$ cat src/sv/crc8pd_pkg.sv
package crc8pd_pkg;

	localparam logic [7:0] CRC_POLY         = 8'h07;
	localparam logic [7:0] RST_START_BYTE   = 8'hAA;
	localparam logic [7:0] RST_MAX_LENGTH   = 8'd64;
	localparam logic [7:0] RST_COMMAND_TYPE = 8'h01;
	localparam logic [7:0] CMD_MIN_LENGTH   = 8'd3;

	// configuration register indexes
	localparam logic [1:0] REG_START_BYTE   = 2'd0;
	localparam logic [1:0] REG_MAX_LENGTH   = 2'd1;
	localparam logic [1:0] REG_COMMAND_TYPE = 2'd2;

	typedef enum logic [1:0] {
		STATUS_OK      = 2'd0,
		STATUS_CRC_ERR = 2'd1,
		STATUS_LEN_ERR = 2'd2
	} status_t;

	typedef enum logic [4:0] {
		PH_HUNT    = 5'b00001,
		PH_TYPE    = 5'b00010,
		PH_LENGTH  = 5'b00100,
		PH_PAYLOAD = 5'b01000,
		PH_CRC     = 5'b10000
	} phase_t;

	typedef struct packed {
		logic [7:0] start_byte;
		logic [7:0] max_payload_length;
		logic [7:0] command_type;
	} cfg_t;

	typedef struct packed {
		logic [7:0]  frame_type;
		status_t     frame_status;
		logic        is_command;
		logic [15:0] command_id;
		logic [7:0]  command_code;
		logic [15:0] frame_count;
	} res_t;

	// byte-wide crc-8, msb first, no reflection
	function automatic logic [7:0] crc8_update(input logic [7:0] crc, input logic [7:0] b);
		logic [7:0] c;
		c = crc ^ b;
		for (int k = 0; k < 8; k++) begin
			if (c[7]) begin
				c = {c[6:0], 1'b0} ^ CRC_POLY;
			end else begin
				c = {c[6:0], 1'b0};
			end
		end
		return c;
	endfunction

endpackage

$ cat src/sv/crc8pd_cfg.sv
module crc8pd_cfg
	import crc8pd_pkg::*;
(
	input  logic       clk,
	input  logic       arst_n,
	input  logic       cfg_valid,
	input  logic [1:0] cfg_index,
	input  logic [7:0] cfg_data,
	output cfg_t       cfg
);

	cfg_t cfg_q;

	always_ff @(posedge clk or negedge arst_n) begin
		if (!arst_n) begin
			cfg_q.start_byte         <= RST_START_BYTE;
			cfg_q.max_payload_length <= RST_MAX_LENGTH;
			cfg_q.command_type       <= RST_COMMAND_TYPE;
		end else if (cfg_valid) begin
			case (cfg_index)
				REG_START_BYTE:   cfg_q.start_byte         <= cfg_data;
				REG_MAX_LENGTH:   cfg_q.max_payload_length <= cfg_data;
				REG_COMMAND_TYPE: cfg_q.command_type       <= cfg_data;
				default: ;
			endcase
		end
	end

	assign cfg = cfg_q;

endmodule

$ cat src/sv/crc8pd_parser.sv
module crc8pd_parser
	import crc8pd_pkg::*;
(
	input  logic       clk,
	input  logic       arst_n,
	input  logic       consume,
	input  logic [7:0] byte_in,
	input  cfg_t       cfg,
	output logic       res_valid,
	output res_t       res
);

	phase_t      phase_q, phase_d;
	logic [7:0]  type_q, type_d;
	logic [7:0]  length_q, length_d;
	logic [7:0]  index_q, index_d;
	logic [7:0]  crc_q, crc_d;
	logic [15:0] cmd_id_q, cmd_id_d;
	logic [7:0]  cmd_code_q, cmd_code_d;
	logic [15:0] good_frames_q, good_frames_d;
	logic [7:0]  crc_next;

	assign crc_next = crc8_update(crc_q, byte_in);

	always_comb begin
		phase_d       = phase_q;
		type_d        = type_q;
		length_d      = length_q;
		index_d       = index_q;
		crc_d         = crc_q;
		cmd_id_d      = cmd_id_q;
		cmd_code_d    = cmd_code_q;
		good_frames_d = good_frames_q;
		res_valid     = 1'b0;
		res.frame_status = STATUS_OK;
		res.is_command   = 1'b0;
		case (phase_q)
			PH_HUNT: begin
				if (byte_in == cfg.start_byte) begin
					crc_d      = crc8_update(8'h00, byte_in);
					type_d     = 8'h00;
					length_d   = 8'h00;
					index_d    = 8'h00;
					cmd_id_d   = 16'h0000;
					cmd_code_d = 8'h00;
					phase_d    = PH_TYPE;
				end
			end
			PH_TYPE: begin
				type_d  = byte_in;
				crc_d   = crc_next;
				phase_d = PH_LENGTH;
			end
			PH_LENGTH: begin
				length_d = byte_in;
				if (byte_in > cfg.max_payload_length) begin
					phase_d          = PH_HUNT;
					res_valid        = 1'b1;
					res.frame_status = STATUS_LEN_ERR;
				end else begin
					crc_d   = crc_next;
					index_d = 8'h00;
					phase_d = (byte_in == 8'h00) ? PH_CRC : PH_PAYLOAD;
				end
			end
			PH_PAYLOAD: begin
				crc_d = crc_next;
				case (index_q)
					8'd0:    cmd_id_d[15:8] = byte_in;
					8'd1:    cmd_id_d[7:0]  = byte_in;
					8'd2:    cmd_code_d     = byte_in;
					default: ;
				endcase
				index_d = index_q + 8'd1;
				if (index_d >= length_q) begin
					phase_d = PH_CRC;
				end
			end
			PH_CRC: begin
				phase_d   = PH_HUNT;
				res_valid = 1'b1;
				if (byte_in != crc_q) begin
					res.frame_status = STATUS_CRC_ERR;
				end else begin
					good_frames_d  = good_frames_q + 16'd1;
					res.is_command = (type_q == cfg.command_type) &&
						(length_q >= CMD_MIN_LENGTH);
				end
			end
			default: begin
				phase_d = PH_HUNT;
			end
		endcase
		res.frame_type   = type_q;
		res.command_id   = res.is_command ? cmd_id_q : 16'h0000;
		res.command_code = res.is_command ? cmd_code_q : 8'h00;
		res.frame_count  = good_frames_d;
	end

	always_ff @(posedge clk or negedge arst_n) begin
		if (!arst_n) begin
			phase_q       <= PH_HUNT;
			type_q        <= '0;
			length_q      <= '0;
			index_q       <= '0;
			crc_q         <= '0;
			cmd_id_q      <= '0;
			cmd_code_q    <= '0;
			good_frames_q <= '0;
		end else if (consume) begin
			phase_q       <= phase_d;
			type_q        <= type_d;
			length_q      <= length_d;
			index_q       <= index_d;
			crc_q         <= crc_d;
			cmd_id_q      <= cmd_id_d;
			cmd_code_q    <= cmd_code_d;
			good_frames_q <= good_frames_d;
		end
	end

	a_status_legal: assert property (@(posedge clk) disable iff (!arst_n)
		res_valid |-> (res.frame_status == STATUS_OK || res.frame_status == STATUS_CRC_ERR ||
			res.frame_status == STATUS_LEN_ERR))
		else $error("illegal frame status");

	a_cmd_only_ok: assert property (@(posedge clk) disable iff (!arst_n)
		(res_valid && res.is_command) |-> (res.frame_status == STATUS_OK && phase_q == PH_CRC))
		else $error("command flagged on a bad frame");

	a_count_good: assert property (@(posedge clk) disable iff (!arst_n)
		(consume && res_valid && res.frame_status == STATUS_OK) |=>
			(good_frames_q == $past(good_frames_q) + 16'd1))
		else $error("good frame counter did not advance");

endmodule

$ cat src/sv/crc8_packet_deframer_unit.sv
// crc8 packet deframer
// input channel: in_valid / in_ready / rx_byte, one received byte per transfer;
// the block hunts for start_byte, then reads type, length, payload and a crc-8
// byte (poly 0x07, init 0, over start, type, length and payload)
// output channel: out_valid / out_ready with one result per finished or
// rejected frame (type, status, command fields, good frame count)
// config channel: cfg_valid / cfg_ready with cfg_index and cfg_data; always
// ready, index 0 start byte, 1 max payload length, 2 command type, 3 ignored
// throughput: one byte per cycle while results are taken
// path: a byte accepted into the input register is parsed from there and
// its result is loaded into the output register when that byte is consumed
// the input register and the output register decouple the two sides, so a
// byte is taken while a finished result still waits
// when the receiver stalls with a result pending, the input register holds
// one more byte and in_ready drops until the result transfer happens
// reset: config returns to 0xAA / 64 / 0x01, the parser hunts for a start
// byte, the good frame count clears and both registers are emptied
module crc8_packet_deframer_unit
	import crc8pd_pkg::*;
(
	input  logic        clk,
	input  logic        arst_n,
	input  logic        in_valid,
	output logic        in_ready,
	input  logic [7:0]  rx_byte,
	output logic        out_valid,
	input  logic        out_ready,
	output logic [7:0]  frame_type,
	output logic [1:0]  frame_status,
	output logic        is_command,
	output logic [15:0] command_id,
	output logic [7:0]  command_code,
	output logic [15:0] frame_count,
	input  logic        cfg_valid,
	output logic        cfg_ready,
	input  logic [1:0]  cfg_index,
	input  logic [7:0]  cfg_data
);

	cfg_t       cfg;
	logic       valid_s1;
	logic [7:0] byte_s1;
	logic       consume;
	logic       res_valid;
	res_t       res;
	logic       out_valid_q;
	res_t       res_q;

	// config writes land at once
	assign cfg_ready = 1'b1;

	crc8pd_cfg u_cfg (
		.clk       (clk),
		.arst_n    (arst_n),
		.cfg_valid (cfg_valid),
		.cfg_index (cfg_index),
		.cfg_data  (cfg_data),
		.cfg       (cfg)
	);

	// the held byte is parsed when the output register can take its result
	assign consume  = valid_s1 && (!out_valid_q || out_ready);
	assign in_ready = !valid_s1 || consume;

	// input register
	always_ff @(posedge clk or negedge arst_n) begin
		if (!arst_n) begin
			valid_s1 <= 1'b0;
		end else if (in_ready) begin
			valid_s1 <= in_valid;
		end
	end

	always_ff @(posedge clk) begin
		if (in_valid && in_ready) begin
			byte_s1 <= rx_byte;
		end
	end

	crc8pd_parser u_parser (
		.clk       (clk),
		.arst_n    (arst_n),
		.consume   (consume),
		.byte_in   (byte_s1),
		.cfg       (cfg),
		.res_valid (res_valid),
		.res       (res)
	);

	// result register
	always_ff @(posedge clk or negedge arst_n) begin
		if (!arst_n) begin
			out_valid_q <= 1'b0;
		end else if (consume && res_valid) begin
			out_valid_q <= 1'b1;
		end else if (out_ready) begin
			out_valid_q <= 1'b0;
		end
	end

	always_ff @(posedge clk) begin
		if (consume && res_valid) begin
			res_q <= res;
		end
	end

	assign out_valid    = out_valid_q;
	assign frame_type   = res_q.frame_type;
	assign frame_status = res_q.frame_status;
	assign is_command   = res_q.is_command;
	assign command_id   = res_q.command_id;
	assign command_code = res_q.command_code;
	assign frame_count  = res_q.frame_count;

	a_result_loaded: assert property (@(posedge clk) disable iff (!arst_n)
		(consume && res_valid) |=> out_valid_q)
		else $error("result lost on its way to the output register");

	a_byte_held: assert property (@(posedge clk) disable iff (!arst_n)
		(valid_s1 && !consume) |=> (valid_s1 && $stable(byte_s1)))
		else $error("held byte dropped while the output was stalled");

	a_no_overwrite: assert property (@(posedge clk) disable iff (!arst_n)
		(out_valid_q && !out_ready) |-> !consume)
		else $error("parser advanced over a pending result");

endmodule

$ cat config.mk
export PLATFORM = sky130hd
export DESIGN_NAME = crc8_packet_deframer_unit
export DESIGN_NICKNAME = d
export VERILOG_FILES = /design/src/sv/crc8pd_pkg.sv /design/src/sv/crc8pd_cfg.sv /design/src/sv/crc8pd_parser.sv /design/src/sv/crc8_packet_deframer_unit.sv
export SDC_FILE = /design/constraint.sdc
export NUM_CORES = 1
export LEC_CHECK = 0
export BUFFER_PORTS_ARGS = -buffer_cell sky130_fd_sc_hd__buf_2
export CAP_MARGIN = 20
export CORE_MARGIN = 5
export CORE_UTILIZATION = 50
export CTS_BUF_LIST = sky130_fd_sc_hd__clkbuf_4 sky130_fd_sc_hd__clkbuf_8 sky130_fd_sc_hd__clkbuf_16
export DETAILED_ROUTE_END_ITERATION = 7
export PLACE_DENSITY = 0.69
export SLEW_MARGIN = 20
export SYNTH_ARGS = -nofsm -noshare
export SYNTH_HDL_FRONTEND = slang
export SYNTH_SLANG_ARGS = --single-unit
$ cat constraint.sdc
create_clock -name clk -period 6.85 [get_ports clk]
set_input_delay 1.7125 -clock clk [delete_from_list [all_inputs] [get_ports clk]]
set_output_delay 1.7125 -clock clk [all_outputs]
set_load 0.02 [all_outputs]
==> results of run 1 <==
-- sequential cells by signal, summed over array words and instances (netlist names) --
| register | flops |
|---|---|
| command_id | 16 |
| u_parser.cmd_id_q | 16 |
| command_code | 8 |
| u_parser.good_frames_q | 16 |
| frame_count | 16 |
| u_parser.type_q | 8 |
| u_parser.length_q | 8 |
| frame_type | 8 |
| u_parser.cmd_code_q | 8 |
| u_parser.crc_q | 8 |
| valid_s1 | 1 |
| is_command | 1 |
| byte_s1 | 8 |
| u_parser.index_q | 8 |
| out_valid | 1 |
| u_parser.phase_q | 5 |
| u_cfg.cfg | 24 |
| frame_status | 2 |
-- area by class of cell --
type,count,area share [%]
clock buffer,18,4.890
clock inverter,14,1.421
inverter,32,1.337
multi-input combinational,417,36.36
sequential,162,48.52
tap,216,3.009
timing repair buffer,78,4.458
-- critical path, delay by kind of cell --
family / cells / cell delay [ns]
buffers and inverters: 2 / 0.28
and+or+nand+nor: 2 / 0.23
-- metal layers --
metal	up-vias	share of wire, %	global-route usage [%]
li1	2385	-	-
met1	2421	44	24.14
met2	107	49	29.37
met3	21	5.2	4.718
met4	0	1.6	7.167
met5	-	0	0
-- logic make-up after synthesis --
group	after synthesis
flops	162
mux	53
compound gates	81
buf+inv	57
simple gates	170
other cells	1
xor+xnor	85
fa+ha+maj	27
-- report_power, final --
group	switching [W]	internal, W
clock network	0.000395	0.000513
registers	0.0000944	0.00111
logic	0.000342	0.000272
-- worst max-delay path by stage --
stage              start         endpoint  slack [ns]  cells past startpoint
2_1_floorplan  out_ready  command_code[0]        1.88                      3
3_3_place_gp   out_ready         in_ready        2.95                      4
3_5_place_dp   out_ready         in_ready        2.92                      4
4_1_cts        out_ready         in_ready        2.91                      4
5_1_grt        out_ready         in_ready        2.84                      4
6_report       out_ready         in_ready        2.91                      4
-- cells in the final DEF (no fill, tap or decap), types with 4 or more instances in the layout --
master and count:
o211ai_1 5, clkbuf_16 17, clkinvlp_4 4, and3_1 7, a22o_1 16, edfxtp_1 59
a21oi_1 20, nand2_1 32, and2_1 28, nor3_1 9, mux2_2 50, nand4_1 7
xnor2_1 56, nand3_1 23, a21o_1 5, dfstp_2 7, buf_4 4, nor2b_1 5
inv_6 4, nand2b_1 4, o21ai_0 15, ha_1 27, xor2_1 29, nor2_1 23
inv_1 32, buf_2 74, dfrtp_1 96
-- metrics by stage --
stage	total power [W]	cell area, sq um
3_5_place_dp	0.001842	8409
6_report	0.002726	8981
4_1_cts	0.002751	8976
5_1_grt	0.002866	8981
2_1_floorplan	0.001695	7883
3_3_place_gp	0.001813	8409
==> impl_metrics.yaml, run 1 <==
cells_and_area:
  multi_input_area_sq_um: 3266
  seqCellArea_sq_um: 4358
  finish.utilization_pct: 57.37
  finalNonFillerCells: 937
  fillCellCount: 1311
  nets: 758
  area_growth_pct: 13.94
  drive_gt1_share_pct: 26.07
  antennaDiodeCount: 0
clocking:
  clkSlewWorstSetupHoldPaths_ns: 0.06
  clock_path_buffers: 2
  cts_tree: "done"
  h-tree-depth: 4
  clockRootBuffer: "clkbuf_16"
  cts.sinks: 162
  clk_latency_ns: 0.43
  hold_buffers: 0
  cts_setup_buffers: 0
  cts_resized: 0
  cts_made_buffers: 17
placement:
  port-buffer-count: 75
  place_ws_ns: 2.919
  dp_cells: 905
  place_congestion: 0.8714
  dp_hpwl_um: 11560
synth:
  synth_compound_area_share_pct: 7.302
  synth-edff-count: 59
  synth_area_per_cell_sq_um: 12.39
  seq_area_frac_synth_pct: 55.29
  synthSimpleGateAreaFrac_pct: 12.56
  synth.most_common_cell: "dfrtp_1"
  ys_ff_latch: 162
  synthArstFlopShare_pct: 63.58
  synth_top_cell_area_share_pct: 30.48
  synth_ff_type: "dfrtp_1"
  ys_warn_count: 0
  synth_cells: 636
  synth_xor_area_share_pct: 9.444
  synth_common_cells: "dfrtp_1 (96), edfxtp_1 (59), xnor2_1 (56), mux2_2 (50)"
  yosys-top-cells-area: "dfrtp_1 (30%), edfxtp_1 (22%), mux2_2 (7.1%)"
  synth.area.mux_share_pct: 7.587
  synth_area_sq_um: 7883
  yosys.cell_types.count: 61
  synthAdderAreaFrac_pct: 4.286
  synth_top_family_by_area: "simple AND/OR/NAND/NOR gates"
  post-synth-top-area-cell: "dfrtp_1"
  syn-num-nets: 686
routing:
  drt_iter0_markers: 231
  wire_per_inst_um: 16.66
  drc_errors: 0
  ant_nets: 0
  viasPerCell: 5.266
  routed_wirelength_um: 15610
  vias: 4934
  drtPass1Iterations: 4
hold_path:
  min_to: "u_parser.good_frames_q[15]"
  min-delay-start: "u_parser.good_frames_q[15]"
  hold_class: "flip-flop to flip-flop"
  whs_path_depth: 1
pwr:
  power_density_nw_per_um2: 303.6
  p_leak_nw: 3.905
  peakVddDrop_v: 0.0002198
sta:
  rsz0062_at_grt: "false"
  slew_viol_final: 0
  min_period_ns: 3.937
  finClkSkew_ns: 0.01034
  worst_slew_pin_slew_ns: 0.7928
  fin_hold_ws_ns: 0.4866
  relSlewSlack_pct: 46.91
  tns_ns: 0
  clock.fmax_mhz: 254.0
  fin_crit_sh_pct: 57.48
  fin_ws_ns: 2.913
  finalSetupViolCount: 0
  finalHoldViolations: 0
worst_setup_path:
  cp-end-kind: "output port"
  critPathLaunchType: "primary input"
  timing.rr.end: "frame_count[2]"
  rrSetupSlack_ns: 3.67
  path_class: "primary input to output port"
  reg2reg_depth: 7
  slowest_stage: "buf_2"
  r2r_start: "byte_s1[7]"
  crit_fanout: 3
  cpMostUsedCell: "buf_2"
  cp.required_ns: 5.14
  critPathArrivalTime_ns: 2.22
  path_cells: "buf_2, nor2b_1, nand2_1, buf_2"
  slowest_delay_ns: 0.17
outcome:
  status: "finished clean"
global_routing:
  grt_pass1_wl_um: 26100
  grt_pass1_vias: 5101
  grt_overflow_total: 0
  gr-usage-all-layers_pct: 18.37
  grt_max_degree: 61
  antenna_found_initial: 0
die:
  ioPinCount: 77
  die_area_sq_um: 18380
  die_h_um: 135.6
  initial_core_util_pct: 50.35
  die_x_um: 135.6
  num_rows: 46
  coreArea_sq_um: 15660
job:
  max_cap_viol_count: 0
Note: power is estimated with default switching activity, not from simulation.
==> run 2: changes to the inputs <==
--- a/config.mk
+++ b/config.mk
@@ -11,7 +11,7 @@
 export CORE_UTILIZATION = 50
 export CTS_BUF_LIST = sky130_fd_sc_hd__clkbuf_4 sky130_fd_sc_hd__clkbuf_8 sky130_fd_sc_hd__clkbuf_16
 export DETAILED_ROUTE_END_ITERATION = 7
-export PLACE_DENSITY = 0.69
+export PLACE_DENSITY = 0.72
 export SLEW_MARGIN = 20
 export SYNTH_ARGS = -nofsm -noshare
 export SYNTH_HDL_FRONTEND = slang
==> constraint.sdc (replaced) <==
create_clock -name clk -period 3.4 [get_ports clk]
set_input_delay 0.85 -clock clk [delete_from_list [all_inputs] [get_ports clk]]
set_output_delay 0.85 -clock clk [all_outputs]
set_load 0.02 [all_outputs]
==> run 2 against run 1 <==
  * Utilization rose by 0.60 points
  * Via count rose by 4.0%
  * Clock-buffer cell count rose by 4
  * Largest cell class unchanged
  * Routed wire length rose by 3.5%
  * Sequential cell count did not move
  * Non-clock buffer count rose by 6
  * Cell area rose by 1.0%
  * Register-to-register slack got worse by 3.2 ns
==> impl_metrics.yaml, run 2 (synthesis gave the netlist of run 1 again) <==
clocking:
  cts.sinks: 162
  clock_path_buffers: 2
  h-tree-depth: 4
  cts_made_buffers: 17
  clockRootBuffer: "clkbuf_16"
  cts_resized: 0
  clkSlewWorstSetupHoldPaths_ns: 0.06
  hold_buffers: 0
  cts_setup_buffers: 0
  cts_tree: "done"
  clk_latency_ns: 0.43
job:
  max_cap_viol_count: 0
global_routing:
  grt_overflow_total: 0
  grt_pass1_vias: 5200
  gr-usage-all-layers_pct: 18.53
  antenna_found_initial: 0
  grt_pass1_wl_um: 26770
  grt_max_degree: 76
die:
  die_h_um: 135.6
  ioPinCount: 77
  num_rows: 46
  initial_core_util_pct: 50.35
  die_x_um: 135.6
  die_area_sq_um: 18380
  coreArea_sq_um: 15660
worst_setup_path:
  critPathArrivalTime_ns: 2.98
  reg2reg_depth: 7
  r2r_start: "byte_s1[7]"
  crit_fanout: 52
  cp.required_ns: 3.50
  cp-startpoint: "byte_s1[7]"
  critPathLaunchType: "flip-flop"
  rrSetupSlack_ns: 0.52
  cp-end-kind: "flip-flop"
  timing.rr.end: "command_id[5]"
  path_class: "flip-flop to flip-flop"
sta:
  relSlewSlack_pct: 36.98
  slew_viol_final: 0
  rsz0062_at_grt: "false"
  min_period_ns: 2.882
  finalHoldViolations: 0
  tns_ns: 0
  fin_crit_sh_pct: 84.77
  finClkSkew_ns: 0.01114
  finalSetupViolCount: 0
  worst_slew_pin_slew_ns: 0.9453
  clock.fmax_mhz: 347.0
  fin_hold_ws_ns: 0.4953
placement:
  port-buffer-count: 75
  dp_hpwl_um: 11580
  place_congestion: 0.9025
hold_path:
  hold_class: "flip-flop to flip-flop"
  min-delay-start: "u_parser.cmd_id_q[6]"
  min_to: "u_parser.cmd_id_q[6]"
  whs_path_depth: 1
routing:
  vias: 5131
  drc_errors: 0
  drt_iter0_markers: 292
  drtPass1Iterations: 5
  ant_nets: 0
  viasPerCell: 5.441
  routed_wirelength_um: 16160
  wire_per_inst_um: 17.14
pwr:
  p_leak_nw: 3.976
  power_density_nw_per_um2: 621.8
  power.total_w: 0.005643
  peakVddDrop_v: 0.0004022
cells_and_area:
  layout_commonest_cell: "dfrtp_1"
  antennaDiodeCount: 0
  drive_gt1_share_pct: 26.82
  final_cell_mix: "dfrtp_1 (96), buf_2 (74), edfxtp_1 (59)"
  nets: 764
  largest_reg_flops: 24
  area_growth_pct: 15.13
outcome:
  status: "finished clean"
run 2: cell types whose count changed in the layout (fill, tap and decap cells not counted), moves of 3 or more:
cell / change
clkinv_2: +4
inv_6: -3
buf_4: +5
clkbuf_4: +3
clkinvlp_4: -4
run 2: worst max-delay path by stage:
stage,to,slack [ns],cells after the start
after floorplan,command_code[0],0.46,7
after global placement,command_id[13],0.64,7
after detailed placement,command_id[5],0.58,7
after CTS,command_id[5],0.56,7
after global routing,u_parser.crc_q[1],0.36,7
final,command_id[5],0.52,7
run 2: layout make-up:
cell class / instances / area [sq um]
flip-flops and latches: 162 / 4358
fillers: 1282 / 6580
clock buffers: 22 / 475.5
inverters: 32 / 120.1
multi-input cells: 417 / 3261
clock inverters: 10 / 132.6
well taps: 216 / 270.3
repair buffers: 84 / 457.9
run 2: where the power goes:
part	switching, W	internal (W)	leakage [nW]	total, W
clock	0.000737	0.00121	0.308	0.00195
combinational	0.000715	0.000556	1.75	0.00127
sequential	0.000185	0.00224	1.92	0.00242
total	0.00164	0.00401	3.98	0.00564
run 2: metrics by stage:
step / util, % / cell area [sq um] / setup WS, ns / instances
final: 57.97 / 9075 / 0.5179 / 943
after global routing: 57.97 / 9075 / 0.3602 / 943
after CTS: 57.97 / 9075 / 0.5562 / 943
after detailed placement: 54.08 / 8467 / 0.5839 / 911
after global placement: 54.08 / 8467 / 0.6396 / 911
after floorplan: - / 7894 / 0.4642 / 636
run 2: critical path: stages (launching register included):
cell and delay (ns):
edfxtp_1 0.60, ha_1 0.42, nand4_1 0.18, o211ai_1 0.16, nor3b_1 0.43, nand2_1 0.25
a21oi_4 0.22, buf_12 0.28
run 2: per-layer routing:
metal	wire, um	track usage, %
met1	7193	24.98
met4	261	5.935
met3	983	4.718
met5	0	0
met2	7721	29.59
==> run 3: changes to the inputs <==
--- a/config.mk
+++ b/config.mk
@@ -5,13 +5,14 @@
 export SDC_FILE = /design/constraint.sdc
 export NUM_CORES = 1
 export LEC_CHECK = 0
+export ABC_AREA = 1
 export BUFFER_PORTS_ARGS = -buffer_cell sky130_fd_sc_hd__buf_2
 export CAP_MARGIN = 20
 export CORE_MARGIN = 5
 export CORE_UTILIZATION = 50
 export CTS_BUF_LIST = sky130_fd_sc_hd__clkbuf_4 sky130_fd_sc_hd__clkbuf_8 sky130_fd_sc_hd__clkbuf_16
 export DETAILED_ROUTE_END_ITERATION = 7
-export PLACE_DENSITY = 0.72
+export PLACE_DENSITY = 0.69
 export SLEW_MARGIN = 20
 export SYNTH_ARGS = -nofsm -noshare
 export SYNTH_HDL_FRONTEND = slang
==> constraint.sdc (replaced) <==
create_clock -name clk -period 3 [get_ports clk]
set_input_delay 0.75 -clock clk [delete_from_list [all_inputs] [get_ports clk]]
set_output_delay 0.75 -clock clk [all_outputs]
set_load 0.02 [all_outputs]
==> run 3 against run 2 <==
  * First-iteration DRC count increased by 4.5%
  * Cell count rose by 31%
  * Sequential share of layout area shrank 1.8 points
  * Critical path type unchanged
  * Critical endpoint is now frame_count[14]
  * Highest routed layer unchanged
==> impl_metrics.yaml, run 3 <==
sta:
  min_period_ns: 2.605
  relSlewSlack_pct: 54.48
  rsz0062_at_grt: "false"
  tns_ns: 0
  clock.fmax_mhz: 383.9
  worst_slew_pin_slew_ns: 0.6828
  finalHoldViolations: 0
  fin_crit_sh_pct: 86.83
  slew_viol_final: 0
  finalSetupViolCount: 0
  finClkSkew_ns: 0.01032
die:
  initial_core_util_pct: 50.50
  die_h_um: 138.7
  num_rows: 47
  die_x_um: 138.7
  coreArea_sq_um: 16410
  die_area_sq_um: 19240
  ioPinCount: 77
synth:
  synthArstFlopShare_pct: 63.58
  synth_ff_type: "dfrtp_1"
  ys_ff_latch: 162
  synth_cells: 925
  synth_area_per_cell_sq_um: 8.957
  synth_top_cell_area_share_pct: 28.99
  synth-edff-count: 59
  ys_warn_count: 0
  yosys.cell_types.count: 42
  syn-num-nets: 975
  synth.most_common_cell: "nand2_1"
  post-synth-top-area-cell: "dfrtp_1"
  synth_area_sq_um: 8285
  synth_common_cells: "nand2_1 (304), inv_1 (117), dfrtp_1 (96), nor2_1 (61), edfxtp_1 (59)"
  seq_area_frac_synth_pct: 52.60
  yosys-top-cells-area: "dfrtp_1 (29%), edfxtp_1 (21%), nand2_1 (14%)"
worst_setup_path:
  path_class: "flip-flop to flip-flop"
  rrSetupSlack_ns: 0.40
  cpMostUsedCell: "nand2_1"
  slowest_stage: "edfxtp_1"
  reg2reg_depth: 12
  cp-end-kind: "flip-flop"
  slowest_delay_ns: 0.59
  path_cells: "inv_1, nand2_1, nand2_1, ha_1, nand2_1, nor2_1, nand3_2, nor2_4, nand3_1, inv_1, nand3_1, and2_1"
  critPathArrivalTime_ns: 2.79
  r2r_start: "byte_s1[6]"
  crit_fanout: 16
  timing.rr.end: "frame_count[14]"
  critPathLaunchType: "flip-flop"
  cp.required_ns: 3.18
routing:
  drtPass1Iterations: 5
  routed_wirelength_um: 16950
  drc_errors: 0
  vias: 6032
  ant_nets: 0
  wire_per_inst_um: 13.68
  drt_iter0_markers: 305
  viasPerCell: 4.868
clocking:
  cts_tree: "done"
  clockRootBuffer: "clkbuf_16"
  clk_latency_ns: 0.43
  hold_buffers: 0
  cts.sinks: 162
  clock_path_buffers: 2
  h-tree-depth: 4
  clkSlewWorstSetupHoldPaths_ns: 0.07
  cts_made_buffers: 17
  cts_resized: 0
  cts_setup_buffers: 0
cells_and_area:
  antennaDiodeCount: 0
  area_growth_pct: 13.73
  layout_commonest_cell: "nand2_1"
  drive_gt1_share_pct: 16.19
  final_cell_mix: "nand2_1 (304), inv_1 (117), dfrtp_1 (96)"
  largest_reg_flops: 24
  nets: 1056
  fin_area_sq_um: 9423
  finish.utilization_pct: 57.43
hold_path:
  hold_class: "primary input to asynchronous set/reset pin"
placement:
  place_congestion: 0.8828
  port-buffer-count: 75
  dp_hpwl_um: 12170
  place_area_sq_um: 8857
global_routing:
  grt_max_degree: 53
  antenna_found_initial: 0
  grt_pass1_wl_um: 29340
  grt_pass1_vias: 5981
  gr-usage-all-layers_pct: 18.67
  grt_overflow_total: 0
pwr:
  power_density_nw_per_um2: 726.9
  peakVddDrop_v: 0.0004744
  p_leak_nw: 4.638
  power.total_w: 0.006850
outcome:
  status: "finished clean"
job:
  max_cap_viol_count: 0
run 3: cell type report:
cell class | instances | area (sq um)
clock buffers | 18 | 439.2
clock inverters | 14 | 126.4
fillers | 1512 | 6984
inverters | 125 | 473.0
multi-input cells | 613 | 3258
flip-flops and latches | 162 | 4358
well taps | 220 | 275.3
repair buffers | 87 | 493.0
run 3: critical path, delay by kind of cell (launching register included):
kind	cells	cell delay (ns)
simple gates	9	1.33
flops	1	0.59
buf+inv	2	0.29
fa+ha+maj	1	0.16
run 3: routing by layer:
| layer | track usage, % | vias up | wire length (um) |
|---|---|---|---|
| met5 | 0 | - | 0 |
| met4 | 5.201 | 0 | 289 |
| met3 | 4.517 | 26 | 770 |
| met2 | 31.27 | 117 | 8099 |
| met1 | 24.44 | 2803 | 7790 |
| li1 | - | 3086 | - |
run 3: how the worst max path moves through the flow:
stage,to,startpoint,cells past startpoint
6_report,frame_count[14],byte_s1[6],12
3_5_place_dp,is_command,byte_s1[6],8
2_1_floorplan,command_code[0],u_cfg.cfg[14],8
3_3_place_gp,is_command,byte_s1[6],8
5_1_grt,frame_count[14],byte_s1[6],12
4_1_cts,frame_count[14],byte_s1[6],12
run 3: kinds of logic (layout without fill, tap and decap cells):
logic type	after synthesis	count (layout)	synth area share, %
simple gates	448	448	24.60
compound gates	94	94	5.829
buf+inv	150	244	8.215
xor+xnor	43	43	4.636
flops	162	162	52.60
fa+ha+maj	27	27	4.077
other cells	1	1	0.04526
run 3: where the power goes:
group / internal [W] / switching (W)
sequential: 0.00262 / 0.000226
clock: 0.00117 / 0.000915
combinational: 0.000648 / 0.00127
run 3: per-stage QoR:
| stage | cells | worst slack, ns | hold slack, ns |
|---|---|---|---|
| 2_1_floorplan | 925 | 0.3115 | 0.4419 |
| 3_3_place_gp | 1207 | 0.4818 | 0.4570 |
| 3_5_place_dp | 1207 | 0.4352 | 0.4600 |
| 4_1_cts | 1239 | 0.4037 | 0.3784 |
| 5_1_grt | 1239 | 0.1144 | 0.4116 |
| 6_report | 1239 | 0.3951 | 0.3714 |
